--- src/rtl/core/urs_pkg.sv ---
// Shared types and codes for the undo/redo stack pair.
package urs_pkg;

    typedef logic [1:0] mode_t;
    typedef logic [1:0] status_t;

    localparam mode_t MODE_RECORD = 2'd0;
    localparam mode_t MODE_UNDO   = 2'd1;
    localparam mode_t MODE_REDO   = 2'd2;

    localparam status_t ST_DONE  = 2'd0;
    localparam status_t ST_EMPTY = 2'd1;
    localparam status_t ST_FULL  = 2'd2;

    localparam int VALUE_W = 32;
    localparam int DEPTH_W = 8;

    // Controller to datapath commands.
    typedef struct packed {
        logic load;  // latch input word, read both stack tops
        logic exec;  // apply the operation and load the result register
    } urs_cmd_t;

endpackage

--- src/rtl/core/urs_ctrl.sv ---
// Sequencer: accept, execute, and result-valid handshake.
module urs_ctrl (
    input  logic              aclk,
    input  logic              aresetn,
    input  logic              s_axis_tvalid,
    output logic              s_axis_tready,
    output logic              m_axis_tvalid,
    input  logic              m_axis_tready,
    output urs_pkg::urs_cmd_t cmd
);
    import urs_pkg::*;

    typedef enum logic [1:0] {
        ST_IDLE = 2'b01,
        ST_EXEC = 2'b10
    } state_t;

    state_t state_reg, state_next;
    logic   m_valid_reg, m_valid_next;
    logic   out_free;

    assign out_free      = !m_valid_reg || m_axis_tready;
    assign s_axis_tready = (state_reg == ST_IDLE);
    assign m_axis_tvalid = m_valid_reg;

    always_comb begin
        state_next = state_reg;
        cmd.load   = 1'b0;
        cmd.exec   = 1'b0;
        unique case (state_reg)
            ST_IDLE: begin
                if (s_axis_tvalid) begin
                    cmd.load   = 1'b1;
                    state_next = ST_EXEC;
                end
            end
            ST_EXEC: begin
                // hold until the result register is free
                if (out_free) begin
                    cmd.exec   = 1'b1;
                    state_next = ST_IDLE;
                end
            end
            default: state_next = ST_IDLE;
        endcase
    end

    always_comb begin
        m_valid_next = m_valid_reg;
        if (cmd.exec) begin
            m_valid_next = 1'b1;
        end else if (m_axis_tready) begin
            m_valid_next = 1'b0;
        end
    end

    always_ff @(posedge aclk) begin
        if (!aresetn) begin
            state_reg   <= ST_IDLE;
            m_valid_reg <= 1'b0;
        end else begin
            state_reg   <= state_next;
            m_valid_reg <= m_valid_next;
        end
    end

endmodule

--- config.mk ---
export PLATFORM = sky130hd
export DESIGN_NAME = urs_ctrl
export DESIGN_NICKNAME = d
export VERILOG_FILES = /design/src/rtl/core/urs_pkg.sv /design/src/rtl/core/urs_ctrl.sv
export SDC_FILE = /design/constraint.sdc
export NUM_CORES = 1
export LEC_CHECK = 0
export BUFFER_PORTS_ARGS = -buffer_cell sky130_fd_sc_hd__buf_2
export CORE_AREA = 2 2 39 41
export DETAILED_ROUTE_END_ITERATION = 8
export DIE_AREA = 0 0 41 43
export GPL_TIMING_DRIVEN = 0
export PLACE_DENSITY_LB_ADDON = 0.08
export SETUP_SLACK_MARGIN = 0.3
export SYNTH_ARGS = -nofsm -noshare
export SYNTH_HDL_FRONTEND = slang
export SYNTH_SLANG_ARGS = --single-unit
export TNS_END_PERCENT = 50
--- constraint.sdc ---
create_clock -name aclk -period 1 [get_ports aclk]
set_clock_uncertainty 0.05 [all_clocks]
set_input_delay 0.25 -clock aclk [delete_from_list [all_inputs] [get_ports aclk]]
set_output_delay 0.25 -clock aclk [all_outputs]
set_load 0.01 [all_outputs]
After elaboration in Yosys (flattened, before gate mapping). Cells that the tools add are included.

Output and inout bits: 4. Register bits: 3. Word-level logic and storage cells: 19.

Equal/unequal tests: 4. Reductions and logical operators: 4. Multiplexer cells: 9.

Operators by type and width (number): 1-bit 2-to-1 mux (6); 2-bit 2-to-1 mux (2); 2-bit != test (second input constant) (2); 2-bit one-hot mux with 2 select lines (1); 2-bit by 1-bit == test with 1-bit output (second input constant) (1); 2-bit == test (second input constant) (1); 2-bit AND reduction (1); 2-bit nonzero test (1); 1-bit logical NOT (1); 1-bit logical OR (1).

Logic depth before layout (Yosys ltp). Gate-level depths: netlist of the first run.

Word-level depth: 5. Depth in mapped cells: 3. Mapped depth without buffers: 2.

Worst setup path before layout of the first run. No wires, ideal clock.

Path kind: register to output. Start: register m_valid_reg (netlist: m_axis_tvalid). End: output port cmd[0] in the netlist's numbering. Data arrival time: 0.691 ns. Path slack: 0.009 ns. Stages on the path, launching flop included: 4. Cell sequence: dfxtp_1 > nand2b_1 > nor2b_1 > buf_4.

RTL lines: from (decl) (RTL line urs_ctrl.sv:19) `logic m_valid_reg, m_valid_next;`; from (signal assigned) (RTL line urs_ctrl.sv:63) `m_valid_reg <= m_valid_next;`; to (decl) (RTL line urs_ctrl.sv:9) `output urs_pkg::urs_cmd_t cmd`.

==> results of run 1 <==
stage by stage:
step	setup WS (ns)	std cells	instance area [sq um]	hold WS, ns	TNS [ns]
finish	-0.2862	42	265.3	0.1710	-0.8121
global route	-0.3493	42	265.3	0.1655	-1.030
CTS	-0.3032	41	251.5	0.1640	-0.7025
detailed placement	-0.1630	36	200.2	0.4184	-0.1732
global placement	-0.1782	36	200.2	0.4133	-0.1969
floorplan	0.04952	13	145.1	0.2800	0
routing by layer:
metal | vias to the layer above | wire length, um | GRT usage [%]
met1 | 59 | 143 | 5.732
li1 | 69 | - | -
met3 | 0 | 34 | 1.571
met5 | - | 0 | 0
met2 | 5 | 215 | 5.313
met4 | 0 | 0 | 8.000
Yosys cell counts:
| cell type | number | area share, % |
|---|---|---|
| nor2b_1 | 2 | 9.3 |
| and4bb_1 | 1 | 9.3 |
| nand2b_1 | 2 | 9.3 |
| and3b_1 | 1 | 6.5 |
| dfxtp_1 | 3 | 45 |
| o21ai_1 | 1 | 3.7 |
| o21a_1 | 1 | 5.6 |
| buf_4 | 1 | 5.6 |
| a21boi_1 | 1 | 5.6 |
power breakdown:
part	internal (uW)	switching, uW	leakage, uW
Combinational	40.1	21.1	0.0000835
Sequential	126	6.24	0.0000255
Clock	149	60.3	0.0000150
Total	316	87.6	0.000124
worst paths after layout:
kind,start,endpoint,slack (ns),cells past startpoint
setup / recovery,state_reg[0],cmd[0],-0.29,4
hold / removal,aresetn,state_reg[0],0.17,2
setup reg to reg,state_reg[1],state_reg[1],-0.12,4
hold reg to reg,m_axis_tvalid,m_axis_tvalid,0.45,2
repair_timing:
item                       CTS  global route
pin swaps                    0             1
gates resized for setup      4             2
setup buffers                1             1
setup endpoints to repair    7             7
logic make-up (layout without fill, tap and decap cells):
| kind of cell | count (synthesis) | in the layout |
|---|---|---|
| AND/OR/NAND/NOR | 6 | 6 |
| buffers and inverters | 1 | 14 |
| AO/OA/AOI/OAI | 3 | 3 |
| flip-flops | 3 | 3 |
layout make-up:
cell class,instances,area share [%]
Sequential cell,3,25.00
Multi-Input combinational cell,9,28.30
Tap cell,16,7.547
Clock buffer,4,9.906
Buffer,1,2.830
Timing Repair Buffer,9,26.42
==> impl_metrics.tcl, run 1 <==
set metrics [dict create \
    num_antenna_cells 0 \
    peakVddDrop_mv 0.3407 \
    p_leak_uw 0.0001239 \
    cts_buffer_depth 2 \
    grt_max_degree 5 \
    cp-end-kind "output port" \
    status "finished with violations" \
    syn_nets 17 \
    worst-setup-path-type "register to output port" \
    synth_top_family_by_area "simple AND/OR/NAND/NOR gates" \
    regArea_sq_um 66.31 \
    critPathRequiredTime_ns 0.70 \
    fmax_mhz 777.5 \
    finalNetCount 31 \
    synth_mux_area_share_pct 0 \
    clockRootBuffer "clkbuf_4" \
    worstSetupStartpointType "register" \
    setup_violations 5 \
    hold_viol 0 \
    path_cells "nand2b_4 > nor2b_1 > buf_4 > buf_6" \
    cp_top_family "flip-flops" \
    cp_slowest_cell "dfxtp_2" \
    wirelength_um 393 \
    total_power_uw 403.3 \
    numPortBuffers 7 \
    synthDistinctLibCells 9 \
    fin_crit_ns 1.286 \
    fin_ws_ns -0.2862 \
    worst_slew_pin_slew_ns 0.1182 \
    final_common_cell "buf_2" \
    clock-sinks 3 \
    seq_area_frac_synth_pct 44.86 \
    synthSimpleGateAreaFrac_pct 34.58 \
    h-tree-depth 1 \
    post-route-util_pct 19.17 \
    post_drt_wl_per_cell_um 9.357 \
    first_pass_iters 1 \
    crit_buf_inv 2 \
    gp_congestion 0.5761 \
    antenna_found_initial 0 \
    layout_common_cells "5 x buf_2, 4 x buf_6, 3 x clkbuf_4" \
    drc_errors 0 \
    ant_nets 0 \
    clock_latency_ns 0.23 \
    grt_pass1_wl_um 524 \
    die-area_sq_mm 0.001763 \
    cts_hold_buf 0 \
    synth_compound_area_share_pct 14.95 \
    path_clk_slew_ns 0.04 \
    violations "setup timing" \
    pin_count 8 \
    cts_tree "yes" \
    grt_pass1_vias 139 \
    fin_crit_sh_pct 128.6 \
    slowest_delay_ns 0.32 \
    viasPerCell 3.167 \
    grt_usage_pct 5.005 \
    synth_xor_area_share_pct 0 \
    rows 14 \
    largest_reg_flops 2 \
    max_slew_margin_pct 92.10 \
    worstPathArrival_ns 0.99 \
    cts-buffers-inserted 3 \
    yosysWarnings 0 \
    rsz0062_at_grt "true" \
    hold_path.class "input pin to register" \
    drt_iter0_drc 0 \
    syn2layout_area_growth_pct 98.13 \
    slew_violations 0 \
    die_y_um 43 \
    nFillCells 166 \
    syn_area_sq_um 133.9 \
    synth_fa_ha_area_share_pct 0 \
    layout-drive-gt1-share_pct 69.23 \
    syn_area_per_cell_sq_um 10.30 \
    vias 133 \
    max-cap-violations 0 \
    initial_core_util_pct 9.674 \
    p_per_area_mw_per_mm2 1520 \
    die_x_um 41 \
    core_area_sq_mm 0.001384 \
    gr-total-overflow 0 \
    syn-instance-count 13 \
    critPathMaxFanout 4 \
    multiInputGateArea_sq_um 75.07 \
    yosys_register_bits 3 \
]
Note: power is estimated with default switching activity, not from simulation.
==> inputs of run 2 (changes only) <==
- GPL_TIMING_DRIVEN: 0 -> default
- clock period: 1 -> 1.3 ns (I/O delays scaled with it)
==> run 2 against run 1 <==
The flow still finishes with violations (setup timing). Core utilization is 1.3 points lower. Sequential share of layout area is 2.8 points higher. Worst hold slack better by 0.081 ns. Final area is 6.6% lower. Flip-flop and latch count stayed put. Non-clock buffer count is 2 lower. Critical path type unchanged. Critical endpoint is now cmd[1]. Highest routed layer unchanged.
==> impl_metrics.tcl, run 2 (synthesis results as in run 1) <==
set metrics [dict create \
    die_x_um 41 \
    p_leak_uw 0.0001178 \
    pin_count 8 \
    syn2layout_area_growth_pct 85.05 \
    cp_slowest_cell "dfxtp_4" \
    violations "setup timing" \
    cts_tree "yes" \
    layout_common_cells "6 x buf_2, 3 x clkbuf_4, 2 x nand2b_4, 2 x dfxtp_4" \
    worstPathArrival_ns 0.93 \
    max_slew_margin_pct 93.92 \
    fin_crit_sh_pct 100.1 \
    hpwlAfterDp_um 250.6 \
    numPortBuffers 7 \
    rrSetupSlack_ns 0.30 \
    final_common_cell "buf_2" \
    post_drt_wl_per_cell_um 7.475 \
    clockRootBuffer "clkbuf_4" \
    wirelength_um 299 \
    path_clk_slew_ns 0.03 \
    setup_violations 1 \
    worst-setup-path-type "register to output port" \
    core_area_sq_mm 0.001384 \
    path_cells "and3b_1 > buf_2" \
    critPathRequiredTime_ns 0.93 \
    worstSetupStartpointType "register" \
    clock_latency_ns 0.23 \
    critPathMaxFanout 4 \
    gp_congestion 0.5544 \
    whs_ns 0.2521 \
    grt_pass1_wl_um 538 \
    die-area_sq_mm 0.001763 \
    pre_cts_slack_ns 0.1069 \
    ant_nets 0 \
    initial_core_util_pct 9.674 \
    slew_violations 0 \
    slowest_delay_ns 0.35 \
    clock-sinks 3 \
    worst_slew_pin_slew_ns 0.09062 \
    cp_top_family "flip-flops" \
    first_pass_iters 1 \
    fmax_mhz 768.2 \
    drc_errors 0 \
    drt_iter0_drc 0 \
    cts_buffer_depth 2 \
    largest_reg_flops 2 \
    post-route-util_pct 17.90 \
    gr-total-overflow 0 \
    finalNetCount 29 \
    peakVddDrop_mv 0.4521 \
    rsz0062_at_grt "true" \
    num_antenna_cells 0 \
    layout-drive-gt1-share_pct 70.83 \
    fin_ws_ns -0.001751 \
    hold_viol 0 \
    cts-buffers-inserted 3 \
    max-cap-violations 0 \
    cts_hold_buf 0 \
    cp-end-kind "output port" \
    grt_max_degree 5 \
    final_cells 40 \
    hold_path.class "input pin to register" \
    status "finished with violations" \
    h-tree-depth 1 \
    fin_tns_setup_ns -0.001751 \
    crit_buf_inv 1 \
    p_per_area_mw_per_mm2 1178 \
    fin_crit_ns 1.302 \
    die_y_um 43 \
    grt_usage_pct 5.522 \
    rows 14 \
    antenna_found_initial 0 \
    place_inst 35 \
    vias 124 \
    grt_pass1_vias 129 \
    viasPerCell 3.100 \
]
-- run 2: final cells by class --
type                            count  area [sq um]
Tap cell                           16         20.02
Fill cell                         154          1136
Multi-Input combinational cell      9         83.83
Clock buffer                        4         26.28
Sequential cell                     3         68.82
Timing Repair Buffer                8         48.80
-- run 2: timing repair --
item | CTS | global route
buffers inserted | 1 | 0
pin swaps | 1 | 1
setup endpoints to repair | 4 | 5
gates resized for setup | 4 | 3
endpoints found under the hold margin | 0 | 0
-- run 2: final timing paths --
kind / end / cells after the start / startpoint
setup reg to reg: state_reg[1] / 3 / state_reg[1]
hold reg to reg: m_axis_tvalid / 2 / m_axis_tvalid
setup / recovery: cmd[1] / 2 / state_reg[1]
hold / removal: state_reg[0] / 2 / aresetn
-- run 2: metrics by stage --
stage	cell area, sq um	total power, uW
2_1_floorplan	142.6	118.1
6_report	247.7	291.8
3_3_place_gp	190.2	131.6
3_5_place_dp	190.2	131.4
5_1_grt	247.7	318.1
4_1_cts	236.5	301.6
-- run 2: routing by layer --
layer	part of all wire (%)	track usage, %
met1	41	5.145
met2	41	5.625
met3	17	7.853
met4	0	4.000
met5	0	0
-- run 2: where the power goes --
group          leakage [uW]  total (uW)  switching, uW  internal, uW
Combinational     0.0000770        34.1           12.5          21.6
Clock             0.0000150         157           42.7           115
Sequential        0.0000258         100           5.00          95.4
